## src/scl_pkg.sv

```systemverilog
// shared types and constants of the sector cache lru controller
package scl_pkg;

    // default sizing
    localparam int DEF_LINES       = 64;
    localparam int DEF_SECTOR_BITS = 32;
    localparam int DEF_STAMP_BITS  = 32;

    // fixed widths of result fields
    localparam int LINE_INDEX_BITS = 6;
    localparam int WB_SECTOR_BITS  = 32;

    // controller states
    typedef enum logic [1:0] {
        ST_IDLE,
        ST_SCAN,
        ST_FINISH
    } scl_state_t;

    // flags carried by the search token from cell to cell
    typedef struct packed {
        logic valid;
        logic hit_found;
        logic free_found;
        logic vic_valid;
        logic vic_dirty;
    } probe_flags_t;

    // line update command broadcast to the cell row
    typedef struct packed {
        logic en;
        logic is_hit;
        logic is_write;
    } upd_ctl_t;

endpackage

```

## src/scl_cell.sv

```systemverilog
// one cache line cell: line state plus one stage of the search token chain
module scl_cell #(
    parameter int LINES       = scl_pkg::DEF_LINES,
    parameter int SECTOR_BITS = scl_pkg::DEF_SECTOR_BITS,
    parameter int STAMP_BITS  = scl_pkg::DEF_STAMP_BITS,
    parameter int CELL_ID     = 0
) (
    input  logic                       aclk,
    input  logic                       aresetn,
    // current transaction, broadcast
    input  logic [SECTOR_BITS-1:0]     req_sector,
    input  logic [STAMP_BITS-1:0]      req_tick,
    // line update command
    input  scl_pkg::upd_ctl_t          upd,
    input  logic [$clog2(LINES)-1:0]   upd_idx,
    // token from the previous cell
    input  scl_pkg::probe_flags_t      flags_in,
    input  logic [$clog2(LINES)-1:0]   hit_idx_in,
    input  logic [$clog2(LINES)-1:0]   free_idx_in,
    input  logic [$clog2(LINES)-1:0]   vic_idx_in,
    input  logic [STAMP_BITS-1:0]      vic_stamp_in,
    input  logic [SECTOR_BITS-1:0]     vic_sector_in,
    // token to the next cell
    output scl_pkg::probe_flags_t      flags_out,
    output logic [$clog2(LINES)-1:0]   hit_idx_out,
    output logic [$clog2(LINES)-1:0]   free_idx_out,
    output logic [$clog2(LINES)-1:0]   vic_idx_out,
    output logic [STAMP_BITS-1:0]      vic_stamp_out,
    output logic [SECTOR_BITS-1:0]     vic_sector_out
);
    import scl_pkg::*;

    localparam int              IW     = $clog2(LINES);
    localparam logic [IW-1:0]   MY_IDX = IW'(CELL_ID);

    // line state
    logic                   busy_reg;
    logic                   dirty_reg;
    logic [SECTOR_BITS-1:0] sector_reg;
    logic [STAMP_BITS-1:0]  stamp_reg;

    // token stage
    probe_flags_t           flags_reg,      flags_next;
    logic [IW-1:0]          hit_idx_reg,    hit_idx_next;
    logic [IW-1:0]          free_idx_reg,   free_idx_next;
    logic [IW-1:0]          vic_idx_reg,    vic_idx_next;
    logic [STAMP_BITS-1:0]  vic_stamp_reg,  vic_stamp_next;
    logic [SECTOR_BITS-1:0] vic_sector_reg, vic_sector_next;

    logic                   upd_here;

    assign upd_here = upd.en && (upd_idx == MY_IDX);

    // merge this line into the token
    always_comb begin
        flags_next      = flags_in;
        hit_idx_next    = hit_idx_in;
        free_idx_next   = free_idx_in;
        vic_idx_next    = vic_idx_in;
        vic_stamp_next  = vic_stamp_in;
        vic_sector_next = vic_sector_in;
        // first busy line holding the sector
        if (!flags_in.hit_found && busy_reg && (sector_reg == req_sector)) begin
            flags_next.hit_found = 1'b1;
            hit_idx_next         = MY_IDX;
        end
        // first free line
        if (!flags_in.free_found && !busy_reg) begin
            flags_next.free_found = 1'b1;
            free_idx_next         = MY_IDX;
        end
        // least stamp, strict compare keeps the lower index on ties
        if (!flags_in.vic_valid || (stamp_reg < vic_stamp_in)) begin
            flags_next.vic_valid = 1'b1;
            flags_next.vic_dirty = dirty_reg;
            vic_idx_next         = MY_IDX;
            vic_stamp_next       = stamp_reg;
            vic_sector_next      = sector_reg;
        end
    end

    // line control bits
    always_ff @(posedge aclk) begin
        if (!aresetn) begin
            busy_reg  <= 1'b0;
            dirty_reg <= 1'b0;
        end else if (upd_here) begin
            if (upd.is_hit) begin
                dirty_reg <= dirty_reg | upd.is_write;
            end else begin
                busy_reg  <= 1'b1;
                dirty_reg <= upd.is_write;
            end
        end
    end

    // line tag and stamp
    always_ff @(posedge aclk) begin
        if (upd_here) begin
            stamp_reg <= req_tick;
            if (!upd.is_hit) begin
                sector_reg <= req_sector;
            end
        end
    end

    // token valid moves every cycle, payload holds after the token passes
    always_ff @(posedge aclk) begin
        if (!aresetn) begin
            flags_reg <= '0;
        end else if (flags_in.valid) begin
            flags_reg <= flags_next;
        end else begin
            flags_reg.valid <= 1'b0;
        end
    end

    always_ff @(posedge aclk) begin
        if (flags_in.valid) begin
            hit_idx_reg    <= hit_idx_next;
            free_idx_reg   <= free_idx_next;
            vic_idx_reg    <= vic_idx_next;
            vic_stamp_reg  <= vic_stamp_next;
            vic_sector_reg <= vic_sector_next;
        end
    end

    assign flags_out      = flags_reg;
    assign hit_idx_out    = hit_idx_reg;
    assign free_idx_out   = free_idx_reg;
    assign vic_idx_out    = vic_idx_reg;
    assign vic_stamp_out  = vic_stamp_reg;
    assign vic_sector_out = vic_sector_reg;

endmodule

```

## config.mk

```make
export PLATFORM = sky130hd
export DESIGN_NAME = scl_cell
export DESIGN_NICKNAME = d
export VERILOG_FILES = /design/src/scl_pkg.sv /design/src/scl_cell.sv
export SDC_FILE = /design/constraint.sdc
export NUM_CORES = 1
export LEC_CHECK = 0
export BUFFER_PORTS_ARGS = -buffer_cell sky130_fd_sc_hd__buf_2
export CAP_MARGIN = 0
export CORE_UTILIZATION = 45
export DETAILED_ROUTE_END_ITERATION = 8
export MAX_ROUTING_LAYER = met4
export PLACE_DENSITY = 0.77
export SLEW_MARGIN = 30
export SYNTH_ARGS = -nofsm -noshare
export SYNTH_HDL_FRONTEND = slang
export SYNTH_SLANG_ARGS = --single-unit
```

## constraint.sdc

```tcl
create_clock -name aclk -period 5.39 [get_ports aclk]
set_clock_uncertainty 0.05 [all_clocks]
set_input_delay 0.2695 -clock aclk [delete_from_list [all_inputs] [get_ports aclk]]
set_output_delay 0.2695 -clock aclk [all_outputs]
set_load 0.03 [all_outputs]
```

# After elaboration in Yosys (flattened, before gate mapping)
# Index checks and enable logic that the tools add are counted.
# totals
wordCells	36
output_inout_bits	87
regBits	153
in_bits	162
# op_classes
reduce_logical	11
n_bitwise	2
n_eq_ne	1
mux	7
order_cmp	1
# op_table
cell	count
$mux W32	2
$eq A32 B32 Y1	1
$lt A32 B32 Y1	1
$logic_not A6 Y1	1
$logic_and A1 B1 Y1	4
$logic_not A1 Y1	4
$mux W1	4
$mux W2	1
$reduce_and A2 Y1	1
$logic_or A1 B1 Y1	1
$not A1 Y1	1
$or A1 B1 Y1	1

# Depth between registers and ports, before layout
# logic_depth
depth_word	4
mapped_depth	10
depth_no_buf	8

# Worst setup path before layout
# Ideal clock, no wire load.
# synth_timing
kind	input to register
start	input upd_idx[2]
end	register sector_reg[0] (enable)
path_stages	3
path_slack_ns	-0.250
t_required_ns	4.949
t_arrival_ns	5.200
n_path_buf	0
setup_ns	0.391
cell_sequence	or4b_2 -> nor4_1 -> and2b_1
# synth_between
elab_chain_len	3
# synth_lines
item	line	text
start, declared	scl_cell.sv:15	input logic [$clog2(LINES)-1:0] upd_idx,
$logic_not A6 Y1	scl_cell.sv:52	assign upd_here = upd.en && (upd_idx == MY_IDX);
$logic_and A1 B1 Y1	scl_cell.sv:52	
via upd_here	scl_cell.sv:50	logic upd_here;
$reduce_and A2 Y1 (no line)	-	
end signal, assigned	scl_cell.sv:102	sector_reg <= req_sector;
end, declared	scl_cell.sv:39	logic [SECTOR_BITS-1:0] sector_reg;
# The timed path passes the listed nets, and every way through them passes these cells.
# A chain may end at the register's enable or synchronous reset.

# Worst setup path after layout
# layout_timing
start	register stamp_reg[17]
end	register vic_stamp_reg[10] (netlist: vic_stamp_out[10]), data pin
# layout_between
elab_chain_len	3
# layout_lines
item	line	text
start, declared	scl_cell.sv:40	logic [STAMP_BITS-1:0] stamp_reg;
start signal, assigned	scl_cell.sv:100	stamp_reg <= req_tick;
$lt A32 B32 Y1	scl_cell.sv:73	if (!flags_in.vic_valid || (stamp_reg < vic_stamp_in)) begin
$logic_or A1 B1 Y1	scl_cell.sv:73	
$mux W32	scl_cell.sv:73	
via vic_stamp_next[10]	scl_cell.sv:47	logic [STAMP_BITS-1:0] vic_stamp_reg, vic_stamp_next;
end signal, assigned	scl_cell.sv:123	vic_stamp_reg <= vic_stamp_next;
end, declared	scl_cell.sv:47	
# The timed path passes the listed nets, and every way through them passes these cells.

==> flow_summary.toml <==
[outcome]
status = "completed"

[clocking]
clkLatencyLatePin_ns = 0.42
tritoncts = "built"
cts_buffers = 17
post-cts-setup-buffers = 0
post_cts_resized = 0
cts_sinks = 153
htreeDepth = 4
clk_path_buf_depth = 2
hold_buffers = 64
clkTransAtPathRegs_ns = 0.06
ctsRootBufferMaster = "clkbuf_16"

[setup_path]
critical_path_required_ns = 5.50
cp-start-kind = "register"
cp.arrival_ns = 3.03
crit_fanout = 20
crit_type = "register to register"
endpoint_kind = "register"

[timing]
fmax_mhz = 343.2
fin_crit_ns = 2.914
drv_slew = 0
fin_crit_sh = 0.5406
finalSetupViolCount = 0
worst_pin_slew_ns = 0.8965
fin_tns_setup_ns = 0
relSlewSlack = 0.4024
final-hold-violation-count = 0
grt_setup_unrepaired = "no"

[synthesis]
ys_ff_latch = 153
yosys.area.top_type_share = 0.6543
syn_inst = 419
synth_common_cells = "edfxtp_1, mux2_2, inv_1"
synth_seq_area_share = 0.6753
yosys_warnings = 0
synth-edff-count = 146
yosysUniqueCellTypes = 41
yosys-top-cells-area = "edfxtp_1, mux2_2, ha_1, xnor2_1, dfxtp_1"
synth.avg_cell_area_um2 = 15.99
syn-num-nets = 612
syn-cell-area_um2 = 6700
synthFlopType = "edfxtp_1"
async_flop_share = 0
synth_largest_area_cell = "edfxtp_1"
synthMostInstantiatedCell = "edfxtp_1"

[pwr]
irDropWorstVdd_v = 0.0002135
leakagePower_nw = 3.971
power_density_nw_per_um2 = 309.9

[grt]
grt_pass1_vias = 4844
overflow = 0
grt_max_degree = 70
grt_pass1_wl_mm = 23.72
antenna_found_initial = 1
grtUsageTotal = 0.2171

[flow_run]
cap_violations = 0

[placed_design]
numPortBuffers = 248
placed_cell_area_um2 = 8183
place_hpwl_mm = 11.04
gp_congestion = 0.8150

[final_layout]
final_cell_area_um2 = 9438
nFillCells = 1050
final_nets = 940
final_layout_size_suffix_gt1_frac = 0.4566
area_growth_pct = 40.86

[routing]
remaining_drc_errors = 0
ant_nets = 0
num_vias = 4742
dr.pass1.iters = 5
vias_per_cell = 5.018
wl_mm = 16.08
drt_iter0_drc = 264
avgRoutedWirePerCell_um = 17.02

[floorplan]
die_h_um = 124.0
die_w_um = 124.0
start_util = 0.4610
die-area_um2 = 15380
ios = 249
num_rows = 44
core_um2 = 14530

[worst_hold_path]
hold_class = "input pin to register"
## cell type report
cell class / instances / area (um^2) / area share
Timing Repair Buffer: 317 / 1929 / 0.2044
Sequential cell: 153 / 4524 / 0.4794
Clock inverter: 7 / 116.4 / 0.01233
Inverter: 36 / 135.1 / 0.01432
Tap cell: 184 / 230.2 / 0.02439
Multi-Input combinational cell: 222 / 2004 / 0.2124
Antenna cell: 1 / 2.502 / 0.0002651
Clock buffer: 25 / 495.5 / 0.05250
## per-layer routing
metal	share of wire	wire, um	global-route usage	vias up
li1	-	-	-	2234
met1	0.40	6404	0.2437	2282
met2	0.51	8208	0.3667	205
met3	0.077	1236	0.06044	21
met4	0.014	231	0.08557	0
met5	0	0	-	-
## critical path, cell delays in order (launching register included)
cell and delay [ns]:
edfxtp_1 0.40, ha_1 0.31, a21oi_1 0.15, o21ai_0 0.10, a221oi_1 0.37, o21ai_1 0.19, a21oi_4 0.45, buf_8 0.26
mux2_2 0.37
## cells by family after synthesis
family                   share of synthesized area
flip-flops                                  0.6753
multiplexers                                0.1092
AND/OR/NAND/NOR                            0.04930
buffers and inverters                      0.02894
AO/OA/AOI/OAI                              0.03754
XOR/XNOR                                   0.04183
adder cells (fa/ha/maj)                    0.05789
## metrics by stage
step	setup slack, ns	util	std cells	hold WS (ns)	total power, mW
floorplan	1.172	-	419	0.3184	1.544
global placement	2.288	0.5620	847	0.3838	1.665
detailed placement	2.482	0.5630	848	0.3947	1.676
CTS	2.481	0.6492	944	0.02682	2.942
global route	2.305	0.6494	945	0.05901	3.009
finish	2.476	0.6494	945	0.05376	2.925
## worst paths after layout
| kind | from | endpoint | slack, ns | cells past startpoint |
|---|---|---|---|---|
| hold / removal | upd[0] | dirty_reg | 0.05 | 3 |
| hold reg to reg | flags_out[1] | flags_out[1] | 0.40 | 1 |
| setup / recovery | stamp_reg[17] | vic_stamp_out[10] | 2.48 | 8 |
| setup reg to reg | stamp_reg[17] | vic_stamp_out[10] | 2.48 | 8 |
## power breakdown
part / switching (mW) / leakage, nW / internal (mW) / total (mW)
sequential: 0.0111 / 1.44 / 1.35 / 1.36
clock: 0.458 / 0.298 / 0.778 / 1.24
combinational: 0.181 / 2.23 / 0.150 / 0.331
total: 0.651 / 3.97 / 2.27 / 2.93
## layout by cell type (no fill, tap or decap), types with 5 or more instances in the layout
cell type and count:
nor2_1 5, dfxtp_1 7, buf_4 5, xnor2_1 28
inv_1 36, clkbuf_16 17, and2_1 14, nand4_1 9
nand2_1 8, buf_2 247, ha_1 31, a21oi_1 10
o21ai_0 6, mux2_2 60, nor2b_1 6, edfxtp_1 146
dlygate4sd3_1 64
No activity file was read; power rests on OpenSTA's default activity.
