<file path="config.mk">
export PLATFORM = sky130hd
export DESIGN_NAME = scl_ctrl
export DESIGN_NICKNAME = d
export VERILOG_FILES = /design/src/scl_pkg.sv /design/src/scl_ctrl.sv
export SDC_FILE = /design/constraint.sdc
export NUM_CORES = 1
export LEC_CHECK = 0
export ABC_AREA = 1
export BUFFER_PORTS_ARGS = -buffer_cell sky130_fd_sc_hd__buf_4
export CAP_MARGIN = 5
export CORE_MARGIN = 10
export CORE_UTILIZATION = 42
export DETAILED_ROUTE_END_ITERATION = 8
export GPL_ROUTABILITY_DRIVEN = 0
export PLACE_DENSITY = 0.79
export REMOVE_ABC_BUFFERS = 1
export SLEW_MARGIN = 10
export SYNTH_ARGS = -nofsm -noshare
export SYNTH_HDL_FRONTEND = slang
export SYNTH_SLANG_ARGS = --single-unit
</file>
<file path="constraint.sdc">
create_clock -name aclk -period 2.9 [get_ports aclk]
set_clock_uncertainty 0.2 [all_clocks]
set_input_delay 0.145 -clock aclk [delete_from_list [all_inputs] [get_ports aclk]]
set_output_delay 0.145 -clock aclk [all_outputs]
set_load 0.01 [all_outputs]
</file>
<file path="src/scl_pkg.sv">
// shared types and constants of the sector cache lru controller
package scl_pkg;

    // default sizing
    localparam int DEF_LINES       = 64;
    localparam int DEF_SECTOR_BITS = 32;
    localparam int DEF_STAMP_BITS  = 32;

    // fixed widths of result fields
    localparam int LINE_INDEX_BITS = 6;
    localparam int WB_SECTOR_BITS  = 32;

    // controller states
    typedef enum logic [1:0] {
        ST_IDLE,
        ST_SCAN,
        ST_FINISH
    } scl_state_t;

    // flags carried by the search token from cell to cell
    typedef struct packed {
        logic valid;
        logic hit_found;
        logic free_found;
        logic vic_valid;
        logic vic_dirty;
    } probe_flags_t;

    // line update command broadcast to the cell row
    typedef struct packed {
        logic en;
        logic is_hit;
        logic is_write;
    } upd_ctl_t;

endpackage

</file>
<file path="src/scl_ctrl.sv">
// request sequencer: accepts a transaction, launches the search, builds the result
module scl_ctrl #(
    parameter int LINES       = scl_pkg::DEF_LINES,
    parameter int SECTOR_BITS = scl_pkg::DEF_SECTOR_BITS,
    parameter int STAMP_BITS  = scl_pkg::DEF_STAMP_BITS
) (
    input  logic                                   aclk,
    input  logic                                   aresetn,
    // request channel
    input  logic                                   s_valid,
    output logic                                   s_ready,
    input  logic                                   s_opcode,
    input  logic [SECTOR_BITS-1:0]                 s_sector,
    input  logic [STAMP_BITS-1:0]                  s_now_tick,
    // result channel
    output logic                                   m_valid,
    input  logic                                   m_ready,
    output logic                                   m_hit,
    output logic [scl_pkg::LINE_INDEX_BITS-1:0]    m_line_index,
    output logic                                   m_fetch_needed,
    output logic                                   m_writeback_needed,
    output logic [scl_pkg::WB_SECTOR_BITS-1:0]     m_writeback_sector,
    // to the cell row
    output logic [SECTOR_BITS-1:0]                 req_sector,
    output logic [STAMP_BITS-1:0]                  req_tick,
    output scl_pkg::probe_flags_t                  start_flags,
    output scl_pkg::upd_ctl_t                      upd,
    output logic [$clog2(LINES)-1:0]               upd_idx,
    // token leaving the last cell
    input  scl_pkg::probe_flags_t                  last_flags,
    input  logic [$clog2(LINES)-1:0]               last_hit_idx,
    input  logic [$clog2(LINES)-1:0]               last_free_idx,
    input  logic [$clog2(LINES)-1:0]               last_vic_idx,
    input  logic [SECTOR_BITS-1:0]                 last_vic_sector
);
    import scl_pkg::*;

    localparam int IW = $clog2(LINES);

    scl_state_t                 state_reg, state_next;

    logic                       req_write_reg;
    logic [SECTOR_BITS-1:0]     req_sector_reg;
    logic [STAMP_BITS-1:0]      req_tick_reg;
    logic                       start_reg;

    logic                       m_valid_reg;
    logic                       m_hit_reg;
    logic [LINE_INDEX_BITS-1:0] m_line_index_reg;
    logic                       m_fetch_reg;
    logic                       m_wb_reg;
    logic [WB_SECTOR_BITS-1:0]  m_wb_sector_reg;

    upd_ctl_t                   upd_reg;
    logic [IW-1:0]              upd_idx_reg;

    logic                       accept;
    logic                       out_free;
    logic                       finish_fire;
    logic [IW-1:0]              idx_sel;
    logic                       wb_sel;
    logic [IW+LINE_INDEX_BITS-1:0]         idx_ext;
    logic [SECTOR_BITS+WB_SECTOR_BITS-1:0] wb_sec_ext;

    assign out_free = !m_valid_reg || m_ready;

    // next state
    always_comb begin
        state_next = state_reg;
        unique case (state_reg)
            ST_IDLE:   if (s_valid)          state_next = ST_SCAN;
            ST_SCAN:   if (last_flags.valid) state_next = ST_FINISH;
            ST_FINISH: if (out_free)         state_next = ST_IDLE;
            default:                         state_next = ST_IDLE;
        endcase
    end

    // state outputs
    always_comb begin
        s_ready     = 1'b0;
        finish_fire = 1'b0;
        unique case (state_reg)
            ST_IDLE:   s_ready     = 1'b1;
            ST_SCAN:   s_ready     = 1'b0;
            ST_FINISH: finish_fire = out_free;
            default:   s_ready     = 1'b0;
        endcase
    end

    assign accept = s_valid && s_ready;

    // choose hit line, else first free line, else lru victim
    always_comb begin
        priority if (last_flags.hit_found) begin
            idx_sel = last_hit_idx;
        end else if (last_flags.free_found) begin
            idx_sel = last_free_idx;
        end else begin
            idx_sel = last_vic_idx;
        end
        wb_sel     = !last_flags.hit_found && !last_flags.free_found && last_flags.vic_dirty;
        idx_ext    = {{LINE_INDEX_BITS{1'b0}}, idx_sel};
        wb_sec_ext = {{WB_SECTOR_BITS{1'b0}}, last_vic_sector};
    end

    always_ff @(posedge aclk) begin
        if (!aresetn) begin
            state_reg   <= ST_IDLE;
            start_reg   <= 1'b0;
            m_valid_reg <= 1'b0;
            upd_reg     <= '0;
        end else begin
            state_reg  <= state_next;
            start_reg  <= accept;
            upd_reg.en <= finish_fire;
            if (finish_fire) begin
                m_valid_reg <= 1'b1;
            end else if (m_ready) begin
                m_valid_reg <= 1'b0;
            end
            if (finish_fire) begin
                upd_reg.is_hit   <= last_flags.hit_found;
                upd_reg.is_write <= req_write_reg;
            end
        end
    end

    // request capture
    always_ff @(posedge aclk) begin
        if (accept) begin
            req_write_reg  <= s_opcode;
            req_sector_reg <= s_sector;
            req_tick_reg   <= s_now_tick;
        end
    end

    // result register and update target
    always_ff @(posedge aclk) begin
        if (finish_fire) begin
            m_hit_reg        <= last_flags.hit_found;
            m_line_index_reg <= idx_ext[LINE_INDEX_BITS-1:0];
            m_fetch_reg      <= !last_flags.hit_found;
            m_wb_reg         <= wb_sel;
            m_wb_sector_reg  <= wb_sel ? wb_sec_ext[WB_SECTOR_BITS-1:0] : '0;
            upd_idx_reg      <= idx_sel;
        end
    end

    assign m_valid            = m_valid_reg;
    assign m_hit              = m_hit_reg;
    assign m_line_index       = m_line_index_reg;
    assign m_fetch_needed     = m_fetch_reg;
    assign m_writeback_needed = m_wb_reg;
    assign m_writeback_sector = m_wb_sector_reg;

    assign req_sector = req_sector_reg;
    assign req_tick   = req_tick_reg;
    assign upd        = upd_reg;
    assign upd_idx    = upd_idx_reg;

    // token entering cell zero
    always_comb begin
        start_flags       = '0;
        start_flags.valid = start_reg;
    end

endmodule

</file>
Word-level counts from Yosys, hierarchy flattened
Index checks and enable logic that the tools add are counted.
{ "totals": {"reg_bits": 113, "latchBits": 0, "ram_bits": 0, "rom_bits": 0, "in_bits": 124, "out_inout_bits": 121, "word_cells": 39, "n_memories": 0} }
{ "classes": {"addsub": 0, "n_mul": 0, "div_mod_pow": 0, "order_cmp": 0, "eq_ne": 5, "n_shift": 0, "mux": 10, "n_bitwise": 0, "reduce_logical": 10} }
{ "op_table": {"columns": ["op", "n"], "rows": [
  ["two-way mux 6 bit", 2],
  ["two-way mux 2 bit", 3],
  ["!= test 2 bit (second input constant)", 3],
  ["case mux 2 bit (3 select lines)", 1],
  ["two-way mux 1 bit", 4],
  ["logical AND 1 bit", 3],
  ["logical NOT 1 bit", 3],
  ["AND reduction 3 bit", 1],
  ["equality test 2 x 1 -> 1 bit (second input constant)", 1],
  ["equality test 2 bit (second input constant)", 1],
  ["logical NOT 2 bit", 1],
  ["nonzero test 2 bit", 1],
  ["logical OR 1 bit", 1]
]} }

Logic depth before layout (Yosys ltp)
Gate-level depths: netlist of run 1.
{ "depth": {"depth_word": 4, "depth_mapped": 5, "ltp_nobuf": 5} }

Worst setup path after synthesis of run 1
No wires, ideal clock.
{ "synth_timing": {"path_type": "register -> register", "startpoint": "register state_reg[0]", "endpoint": "register req_sector_reg[0], in the netlist req_sector[0], enable pin", "setup_ns": 0.419, "arrival_time_ns": 1.928, "required_ns": 2.281, "slack_ns": 0.353, "stages_incl_launch_ff": 4, "n_path_buf": 0, "synth_period_minus_slack_ns": 2.547, "path_cell_list": "dfxtp_1 -> nor2_1 -> nand2_1 -> inv_1"} }
{ "synth_via": {"elab_chain_len": 3} }
{ "synth_lines": {"columns": ["item", "line", "rtl"], "rows": [
  ["start, declared", "scl_ctrl.sv:40", "scl_state_t state_reg, state_next;"],
  ["start signal, assigned", "scl_ctrl.sv:113", "state_reg <= state_next;"],
  ["logical NOT 2 bit", "scl_ctrl.sv:82", "unique case (state_reg)"],
  ["two-way mux 1 bit", "scl_ctrl.sv:82", null],
  ["net s_ready", "scl_ctrl.sv:11", "output logic s_ready,"],
  ["logical AND 1 bit", "scl_ctrl.sv:90", "assign accept = s_valid && s_ready;"],
  ["net accept", "scl_ctrl.sv:57", "logic accept;"],
  ["end signal, assigned", "scl_ctrl.sv:132", "req_sector_reg <= s_sector;"],
  ["end, declared", "scl_ctrl.sv:43", "logic [SECTOR_BITS-1:0] req_sector_reg;"]
]} }
The timed path passes the listed nets, and every way through them passes these cells.
A chain may end at the register's enable or synchronous reset.

Worst setup path after layout of run 1
{ "layout_timing": {"startpoint": "register state_reg[1]", "endpoint": "register upd_reg (netlist bit upd[1])"} }
{ "layout_via": {"elab_chain_len": 2} }
{ "layout_lines": {"columns": ["item", "line", "rtl"], "rows": [
  ["equality test 2 bit", "scl_ctrl.sv:82", null],
  ["two-way mux 1 bit", "scl_ctrl.sv:82", null],
  ["end, declared", "scl_ctrl.sv:54", "upd_ctl_t upd_reg;"]
]} }
Every way passes these cells.

==> results.env, run 1 <==
PLACEABLECOREAREA_MM2=0.00920
SYNTH-SIMPLE-AREA-SHARE=0.0676
SEQUENTIAL_ELEMENT_SHARE_OF_THE_SYNTHESIZED_AREA=0.839
DETAIL-ROUTE-ANTENNA-NETS=0
MET2WIRELENGTH_MM=8.52
PORT_BUFFERS=239
VIAS_PER_CELL=4.70
HP-CLASS='input pin to flip-flop'
DIEWIDTH_UM=117
POST-SYNTH-TOP-COUNT-CELL='sky130_fd_sc_hd__edfxtp_1'
REPORT.FINAL.SLEW_VIOL_COUNT=0
FINALSETUPTNS_NS=0
CRITICAL_PATH.ENDPOINT_TYPE='flip-flop'
FLOORPLAN.INITIALDENSITY=0.431
SHARE_OF_THE_SYNTHESIZED_AREA_IN_COMPOUND_GATES_AO_OA_AOI_OAI=0.0215
H-TREE-DEPTH=4
FINAL_HOLD_VIOL_COUNT=0
MAX_CAP_VIOLATIONS=0
DIE_HEIGHT_UM=117
FINAL_CORE_UTIL=0.829
FINISH.NET_COUNT=740
BOUNDARYPINS=245
CTSROOTBUFFERMASTER='sky130_fd_sc_hd__clkbuf_8'
POST-ROUTE-MIN-PERIOD_NS=2.36
CRITICAL_PATH.SLOWEST_CELL='sky130_fd_sc_hd__dlygate4sd3_1'
SYNTH_TOP_AREA_SHARE=0.804
CRITICAL_PATH.STARTPOINT='state_reg[1]'
ASYNC_FLOP_SHARE=0
GRT_START_MAX_NET_PINS=44
CTS.SINKS=113
DIE_AREA_MM2=0.0137
LAYOUT_SETUP_WS_NS=0.542
YOSYS_MOST_USED_DFF='sky130_fd_sc_hd__edfxtp_1'
SYNTH_AREA_LEADER_CELL='sky130_fd_sc_hd__edfxtp_1'
NUMBER_OF_FLIP_FLOPS_AND_LATCHES_IN_THE_SYNTHESIZED_NETLIST=113
GRT_REMAINING_OVERFLOW=0
POSTCTSSETUPBUFFERS=0
GRT_ANTENNA_BEFORE_REPAIR=0
POST_PLACEMENT_SETUP_SLACK_NS=1.08
WORST_PATH_ARRIVAL_TIME_NS=2.55
CLKLATENCYLATEPIN_NS=0.51
PWR_DENSITY_CELL_mW_PER_MM2=608
CRIT-REG2REG-LAUNCH='state_reg[1]'
DRT-MET1-WL_MM=5.52
CPMOSTUSEDCELL='sky130_fd_sc_hd__dlygate4sd3_1'
PERIOD_SHARE=0.813
REG_TO_REG_SLACK_SETUP_NS=0.54
TRACK_USAGE=0.233
GRT_PASS1_VIAS=3827
SYNTHCELLS=248
SYNTH_AREA_LEADERS='sky130_fd_sc_hd__edfxtp_1 80%, sky130_fd_sc_hd__inv_1 3.8%, sky130_fd_sc_hd__dfxtp_1 3.5%, sky130_fd_sc_hd__nor2_1 3.5%, sky130_fd_sc_hd__a21oi_1 2.1%'
POSTROUTEWIRELENGTH_MM=16.3
MUXSHAREOFSYNTHAREA=0
STARTING_DRC_COUNT_IN_DETAILED_ROUTING=240
STATUS='complete, no violations'
SYNTH_TOP_FAMILY_BY_AREA='buffers and inverters'
YS_WARN_COUNT=0
SYNTHXORXNORAREAFRAC=0
PATH_CELLS='inv_1, nor2_2, nand3_1, dlygate4sd3_1, nand2_1, nor2_1, dlygate4sd3_1'
POST-PLACE-CELLS=589
DR.MAX_LAYER_USED='met4'
CLOCKBUFFERDEPTH=2
SYNTH-EDFF-COUNT=106
POST-DP-HPWL_MM=9.54
WORST_EP_REQUIRED_TIME_NS=3.09
CRITPATHMAXSTAGEDELAY_NS=0.58
CLOCK_BUFFER_COUNT_FROM_CTS=17
SYNTH.CELL_AREA_MM2=0.00396
DETAIL_ROUTE.FIRST_PASS.ITERATIONS=4
CTS_RESIZED=0
STATIC-LEAKAGE-POWER_nW=3.45
FIN_CELLS=741
WORSTSETUPPATHTYPE='flip-flop to flip-flop'
FINAL-SETUP-VIOL-COUNT=0
SLEW_HEADROOM=0.638
REPORT.POWER.TOTAL_W=0.00464
WORSTMARGINPINSLEW_NS=0.542
MET3_LENGTH_MM=1.92
ROUTE.DETAILED.DRC=0
SYNTH.AVG_CELL_AREA_UM2=16.0
SYNTHDISTINCTLIBCELLS=16
GLOBAL_ROUTE_WIRE_LENGTH_BEFORE_REPAIR_MM=22.9
WORST-PATH-MAX-FANOUT=6
STARTPOINT_TYPE='flip-flop'
SYNTH-ADDER-AREA-SHARE=0
TIMING.FMAX_MHz=424
CTSHOLDBUFFERS=119
VDD_IR_DROP_MAX_mV=0.488
WORST_HOLD_STARTPOINT='last_flags[0]'
FINAL_LAYOUT_SIZE_SUFFIX_GT1_FRAC=0.450
POST_SYNTH_MOST_FREQUENT_CELLS='106 x sky130_fd_sc_hd__edfxtp_1, 40 x sky130_fd_sc_hd__inv_1, 37 x sky130_fd_sc_hd__nor2_1'
FP-ROW-COUNT=35
DETAIL_ROUTE.WL_PER_CELL_UM=22.0
WORST_SETUP_HOLD_PATH_CLK_SLEW_NS=0.06
UNREPAIRED_SETUP_ENDPOINTS_AFTER_GLOBAL_ROUTING='false'
CTS_TREE='yes'
SYNTHTOLAYOUTAREAGROWTH_PCT=92.6
TOTAL_VIA_COUNT_AFTER_DETAILED_ROUTING=3481
==> report_power, final <==
group	total, W	switching, W	internal (W)
registers	0.00190	0.0000307	0.00187
logic	0.000532	0.000222	0.000310
clock network	0.00220	0.000792	0.00141
==> path summary, 6_finish.rpt <==
path,cells after the start,end
worst min-delay path,3,m_writeback_sector[3]
worst min register to register,2,state_reg[0]
worst max register to register,7,upd[1]
worst max-delay path,7,upd[1]
==> per-stage QoR <==
stage | instance area [µm²] | hold slack (ns)
after detailed placement | 5810 | 0.124
final | 7630 | 0.108
after global routing | 7620 | 0.130
after CTS | 7620 | 0.104
after global placement | 5810 | 0.124
after floorplan | 3850 | 0.0439
==> placed cells by master, fill, tap and decap left out, drive strengths merged <==
| cell | n |
|---|---|
| a21oi | 17 |
| nand3b | 1 |
| dlygate4sd3 | 119 |
| bufinv | 4 |
| nand2 | 12 |
| clkinvlp | 3 |
| clkinv | 3 |
| buf | 241 |
| nand3 | 4 |
| clkbuf | 18 |
| conb | 4 |
| dfxtp | 7 |
| diode | 1 |
| inv | 46 |
| nor2 | 44 |
| edfxtp | 106 |
==> metal layers <==
layer	global-route usage	vias to the layer above
met3	0.106	28
met2	0.412	240
met5	0	-
li1	-	1572
met4	0.0881	0
met1	0.236	1641
==> worst max-delay path: cells and delay by family (launching register included) <==
kind                   cells  cell delay, ns
buffers and inverters      3            1.23
flip-flops                 1            0.35
AND/OR/NAND/NOR            4            0.47
==> area by class of cell <==
type	count	area, µm²
flip-flops and latches	113	3320
repair buffers	360	3010
fillers	453	1570
clock buffers	18	418
multi-input cells	82	368
clock inverters	14	204
inverters	42	160
well taps	111	139
diodes	1	2.50
==> cells by family (layout without fill, tap and decap cells) <==
kind of cell / after synthesis / in the layout
and+or+nand+nor: 61 / 61
DFF: 113 / 113
other: 1 / 5
AOI/OAI and AO/OA: 17 / 17
buffers and inverters: 56 / 434
Note: power is estimated with default switching activity, not from simulation.
==> inputs of run 2 (changes only) <==
- clock period: 2.9 -> 2.35 ns (I/O delays scaled with it)
==> run 2 against run 1 <==
Net effect: sequential power grew 24%; fmax grew 6.7%; global-route usage grew 1.1 points; non-clock buffer count shrank 1; largest power group unchanged.
==> results.env, run 2 (synthesis results as in run 1) <==
STATUS='complete, no violations'
VDD_IR_DROP_MAX_mV=0.555
PERIOD_SHARE=0.941
FINAL-SETUP-VIOL-COUNT=0
FINAL_LAYOUT_SIZE_SUFFIX_GT1_FRAC=0.452
STARTING_DRC_COUNT_IN_DETAILED_ROUTING=260
WORST_SETUP_HOLD_PATH_CLK_SLEW_NS=0.06
WORSTSETUPPATHTYPE='flip-flop to flip-flop'
PWR_DENSITY_CELL_mW_PER_MM2=773
DETAIL-ROUTE-ANTENNA-NETS=0
FIN_CELLS=742
GRT_PASS1_VIAS=3795
FINISH.NET_COUNT=739
POSTROUTEWIRELENGTH_MM=16.8
FINAL_HOLD_VIOL_COUNT=0
REPORT.POWER.TOTAL_W=0.00595
DETAIL_ROUTE.WL_PER_CELL_UM=22.7
PLACEABLECOREAREA_MM2=0.00920
POST-ROUTE-MIN-PERIOD_NS=2.21
CTS.SINKS=113
TOTAL_VIA_COUNT_AFTER_DETAILED_ROUTING=3461
CTSROOTBUFFERMASTER='sky130_fd_sc_hd__clkbuf_8'
WORST_PATH_ARRIVAL_TIME_NS=2.38
CLOCK_BUFFER_COUNT_FROM_CTS=17
GRT_REMAINING_OVERFLOW=0
DIEWIDTH_UM=117
MAX_CAP_VIOLATIONS=0
FILLERINSTANCES=407
HP-CLASS='input pin to flip-flop'
POST-DP-HPWL_MM=9.53
WORST_EP_REQUIRED_TIME_NS=2.52
BOUNDARYPINS=245
POST-PLACE-CELLS=590
PORT_BUFFERS=239
DIE_HEIGHT_UM=117
H-TREE-DEPTH=4
TRACK_USAGE=0.244
DIE_AREA_MM2=0.0137
DETAIL_ROUTE.FIRST_PASS.ITERATIONS=4
STARTPOINT_TYPE='flip-flop'
FP-ROW-COUNT=35
GLOBAL_ROUTE_WIRE_LENGTH_BEFORE_REPAIR_MM=23.9
SYNTHTOLAYOUTAREAGROWTH_PCT=94.3
LAYOUT.CELLS.MOST_COMMON='sky130_fd_sc_hd__buf_4'
REPORT.FINAL.SLEW_VIOL_COUNT=0
CRITPATHMAXSTAGEDELAY_NS=0.55
CLOCKBUFFERDEPTH=2
TIMING.FMAX_MHz=452
CRITICAL_PATH.SLOWEST_CELL='sky130_fd_sc_hd__dlygate4sd3_1'
PATH_CELLS='inv_1, nor2_4, nand3_1, nand2_1, dlygate4sd3_1, nor2_1, dlygate4sd3_1'
ROUTE.DETAILED.DRC=0
STATIC-LEAKAGE-POWER_nW=3.48
POSTCTSSETUPBUFFERS=0
GRT_ANTENNA_BEFORE_REPAIR=3
CRITICAL_PATH.ENDPOINT_TYPE='flip-flop'
VIAS_PER_CELL=4.66
UNREPAIRED_SETUP_ENDPOINTS_AFTER_GLOBAL_ROUTING='false'
CLKLATENCYLATEPIN_NS=0.48
CTS_TREE='yes'
GRT_START_MAX_NET_PINS=42
WORST-PATH-MAX-FANOUT=6
MOST-COMMON-LAYOUT-CELLS='239 x sky130_fd_sc_hd__buf_4, 117 x sky130_fd_sc_hd__dlygate4sd3_1, 106 x sky130_fd_sc_hd__edfxtp_1'
CPMOSTUSEDCELL='sky130_fd_sc_hd__dlygate4sd3_1'
FINALSETUPTNS_NS=0
FLOORPLAN.INITIALDENSITY=0.431
## run 2: changes by cell type in the layout (fill, tap and decap cells not counted), sizes merged
cell,previous run,this run
clkbuf,18,17
dlygate4sd3,119,117
buf,241,242
clkinv,3,5
bufinv,4,6
diode,1,3
clkinvlp,3,0
## run 2: critical path, delay by kind of cell (launching register included)
| kind | cells | cell delay, ns |
|---|---|---|
| AND/OR/NAND/NOR | 4 | 0.36 |
| flip-flops | 1 | 0.34 |
| buffers and inverters | 3 | 1.20 |
## run 2: what timing repair did
| item | in CTS | in global routing |
|---|---|---|
| gates resized for setup | 0 | 1 |
| hold buffers | 117 | 0 |
| endpoints found under the hold margin | 112 | 0 |
| setup endpoints to repair | 0 | 1 |
## run 2: final timing paths
| check | slack (ns) | to | depth (start not counted) | from |
|---|---|---|---|---|
| hold reg to reg | 0.30 | upd[0] | 2 | upd[0] |
| setup / recovery | 0.14 | upd[1] | 7 | state_reg[1] |
| setup reg to reg | 0.14 | upd[1] | 7 | state_reg[1] |
| hold / removal | 0.09 | m_writeback_sector[3] | 3 | last_flags[0] |
## run 2: report_power, final
part / switching [W] / total [W] / internal [W]
sequential: 0.0000404 / 0.00235 / 0.00231
clock: 0.000974 / 0.00293 / 0.00196
combinational: 0.000278 / 0.000667 / 0.000390
## run 2: metrics by stage
step / hold slack, ns / setup WS, ns / area [µm²] / utilization
after floorplan: 0.0164 / -0.197 / 3850 / -
after global placement: 0.0958 / 0.719 / 5840 / 0.636
after detailed placement: 0.0968 / 0.682 / 5840 / 0.636
after CTS: 0.0675 / 0.122 / 7680 / 0.836
after global routing: 0.0979 / 0.0503 / 7700 / 0.837
final: 0.0941 / 0.140 / 7700 / 0.837
## run 2: area by class of cell
cell class | instances | area, µm² | share of cell area
antenna | 3 | 7.51 | 0.000975
clock buffer | 17 | 414 | 0.0538
clock inverter | 15 | 254 | 0.0330
inverter | 42 | 160 | 0.0208
multi-input combinational | 82 | 373 | 0.0484
sequential | 113 | 3320 | 0.432
tap | 111 | 139 | 0.0180
timing repair buffer | 359 | 3030 | 0.393
## run 2: per-layer routing
| metal | up-vias | routed length (µm) | global-route usage |
|---|---|---|---|
| li1 | 1570 | - | - |
| met1 | 1613 | 5670 | 0.243 |
| met2 | 246 | 8650 | 0.422 |
| met3 | 32 | 2060 | 0.116 |
| met4 | 0 | 449 | 0.114 |
| met5 | - | 0 | 0 |
==> inputs of run 3 (changes only) <==
- CORE_ASPECT_RATIO: default -> 1.5
- PLACE_DENSITY: 0.79 -> 0.8
==> run 3 against run 2 <==
Net effect: sequential cell count stayed put; clock power is 12% lower; hold slack better by 0.070 ns; die area is 0.58% higher; via count is 4.2% lower; sequential share of layout area is 0.62 points higher; critical path type unchanged; largest cell class unchanged.
==> results.env, run 3 (synthesis results as in run 1) <==
VDD_IR_DROP_MAX_mV=0.579
P_SEQ_FRAC=0.421
TRACK_USAGE=0.201
HP-CLASS='input pin to flip-flop'
DIE_HEIGHT_UM=139
FINAL_CORE_UTIL=0.820
WORSTSETUPPATHTYPE='flip-flop to flip-flop'
FINAL.HOLD.WORST_SLACK_NS=0.164
CTS_RESIZED=0
WORST_PATH_ARRIVAL_TIME_NS=2.34
DETAIL_ROUTE.WL_PER_CELL_UM=19.5
REG_TO_REG_SLACK_SETUP_NS=0.1
WHS_PATH_DEPTH=3
CRITICAL_PATH.STARTPOINT='state_reg[1]'
ROUTE.DETAILED.DRC=0
GRT_PASS1_VIAS=3706
FINAL_HOLD_VIOL_COUNT=0
SWSHARE=0.203
NETSWITCHINGPOWER_W=0.00113
WORST-PATH-MAX-FANOUT=6
MOST-COMMON-LAYOUT-CELLS='239 x sky130_fd_sc_hd__buf_4, 116 x sky130_fd_sc_hd__dlygate4sd3_1, 106 x sky130_fd_sc_hd__edfxtp_1'
UNREPAIRED_SETUP_ENDPOINTS_AFTER_GLOBAL_ROUTING='false'
REPORT.FINAL.SLEW_VIOL_COUNT=0
TOTAL_VIA_COUNT_AFTER_DETAILED_ROUTING=3315
CRIT-REG2REG-LAUNCH='state_reg[1]'
FINISH.NET_COUNT=737
POSTROUTEWIRELENGTH_MM=14.4
CLOCK_SHARE_OF_POWER=0.465
POST-DP-HPWL_MM=9.20
GRT_ANTENNA_BEFORE_REPAIR=2
LAYOUT_SETUP_WS_NS=0.0962
DETAIL-ROUTE-ANTENNA-NETS=0
H-TREE-DEPTH=4
POST_PLACEMENT_SETUP_SLACK_NS=0.648
PERIOD_SHARE=0.959
CLOCKBUFFERDEPTH=2
STARTPOINT_TYPE='flip-flop'
DIEWIDTH_UM=99.3
PWR_DENSITY_CELL_mW_PER_MM2=735
P_INT_W=0.00444
FP-ROW-COUNT=43
WORST_EP_REQUIRED_TIME_NS=2.43
WORST_SETUP_HOLD_PATH_CLK_SLEW_NS=0.05
VIAS_PER_CELL=4.49
PLACEABLECOREAREA_MM2=0.00925
HOLD_END='m_writeback_sector[2]'
WORSTREG2REGEND='upd[0]'
FINAL-SETUP-VIOL-COUNT=0
POSTCTSSETUPBUFFERS=0
POWER_FRAC_COMB=0.114
LAYOUT.CELLS.MOST_COMMON='sky130_fd_sc_hd__buf_4'
CTS.SINKS=113
DIE_AREA_MM2=0.0138
PLACED_CELL_AREA_MM2=0.00583
GRT_REMAINING_OVERFLOW=0
SUMMED_AREA_OF_NON_FILLER_CELLS_IN_THE_FINAL_LAYOUT_MM2=0.00759
STATUS='complete, no violations'
GLOBAL_ROUTE_WIRE_LENGTH_BEFORE_REPAIR_MM=21.1
GRT_START_MAX_NET_PINS=54
CRITICAL_PATH.ENDPOINT_TYPE='flip-flop'
FLOORPLAN.INITIALDENSITY=0.428
CTS_TREE='yes'
STARTING_DRC_COUNT_IN_DETAILED_ROUTING=128
REG2REGPATHDEPTH=7
STATIC-LEAKAGE-POWER_nW=3.43
CLKLATENCYLATEPIN_NS=0.40
DETAIL_ROUTE.FIRST_PASS.ITERATIONS=4
FINAL_LAYOUT_SIZE_SUFFIX_GT1_FRAC=0.449
CTSROOTBUFFERMASTER='sky130_fd_sc_hd__clkbuf_16'
WORST_HOLD_STARTPOINT='last_flags[0]'
POST-ROUTE-MIN-PERIOD_NS=2.25
CLOCK_BUFFER_COUNT_FROM_CTS=17
BOUNDARYPINS=245
TIMING.FMAX_MHz=444
PORT_BUFFERS=239
SYNTHTOLAYOUTAREAGROWTH_PCT=91.6
MAX_CAP_VIOLATIONS=0
==> run 3: cell types whose count changed in the layout (fill, tap and decap cells not counted), sizes merged <==
cell,delta
inv,-4
clkinv,+3
bufinv,-2
diode,-1
dlygate4sd3,-1
buf,-1
clkbuf,+1
==> run 3: layout make-up <==
class	count	area (µm²)
well taps	112	140
diodes	2	5.00
clock inverters	12	166
inverters	42	160
clock buffers	18	429
fillers	479	1670
repair buffers	357	3000
flip-flops and latches	113	3320
multi-input cells	82	368
==> run 3: what timing repair did <==
action / CTS / global route
hold buffers: 116 / 0
endpoints found under the setup margin: 0 / 0
hold endpoints to repair: 112 / 0
==> run 3: worst max-delay path by stage <==
stage | end | slack [ns] | cells past startpoint
global route | upd[0] | 0.0007 | 7
floorplan | req_sector[0] | -0.20 | 3
CTS | upd[0] | 0.18 | 7
detailed placement | req_sector[12] | 0.65 | 4
global placement | req_sector[23] | 0.70 | 4
finish | upd[0] | 0.1 | 7
==> run 3: worst max-delay path, stage by stage (launching register included) <==
cell and delay [ns]:
sky130_fd_sc_hd__dfxtp_1 0.33, sky130_fd_sc_hd__inv_1 0.07, sky130_fd_sc_hd__nor2_2 0.18, sky130_fd_sc_hd__nand3_1 0.13, sky130_fd_sc_hd__nand2_1 0.08, sky130_fd_sc_hd__dlygate4sd3_1 0.54, sky130_fd_sc_hd__nor2_1 0.05, sky130_fd_sc_hd__dlygate4sd3_1 0.56
==> run 3: metal layers <==
layer | up-vias | track usage | share of wire
li1 | 1557 | - | -
met1 | 1539 | 0.199 | 0.35
met2 | 193 | 0.355 | 0.53
met3 | 26 | 0.0858 | 0.092
met4 | 0 | 0.0825 | 0.026
met5 | - | 0 | 0
==> run 3: through the flow <==
| stage | setup TNS, ns | instances | total power, W |
|---|---|---|---|
| after CTS | 0 | 736 | 0.00557 |
| after detailed placement | 0 | 590 | 0.00284 |
| final | 0 | 738 | 0.00557 |
| after global placement | 0 | 590 | 0.00282 |
| after floorplan | -12.81 | 237 | 0.00251 |
| after global routing | 0 | 738 | 0.00575 |
==> run 3: power by group through the flow <==
stage	logic (W)	clock network, W	registers [W]
after detailed placement	0.000459	0	0.00238
after global routing	0.000678	0.00272	0.00235
after CTS	0.000627	0.00261	0.00234
after floorplan	0.0000834	0	0.00243
after global placement	0.000447	0	0.00237
final	0.000637	0.00259	0.00234
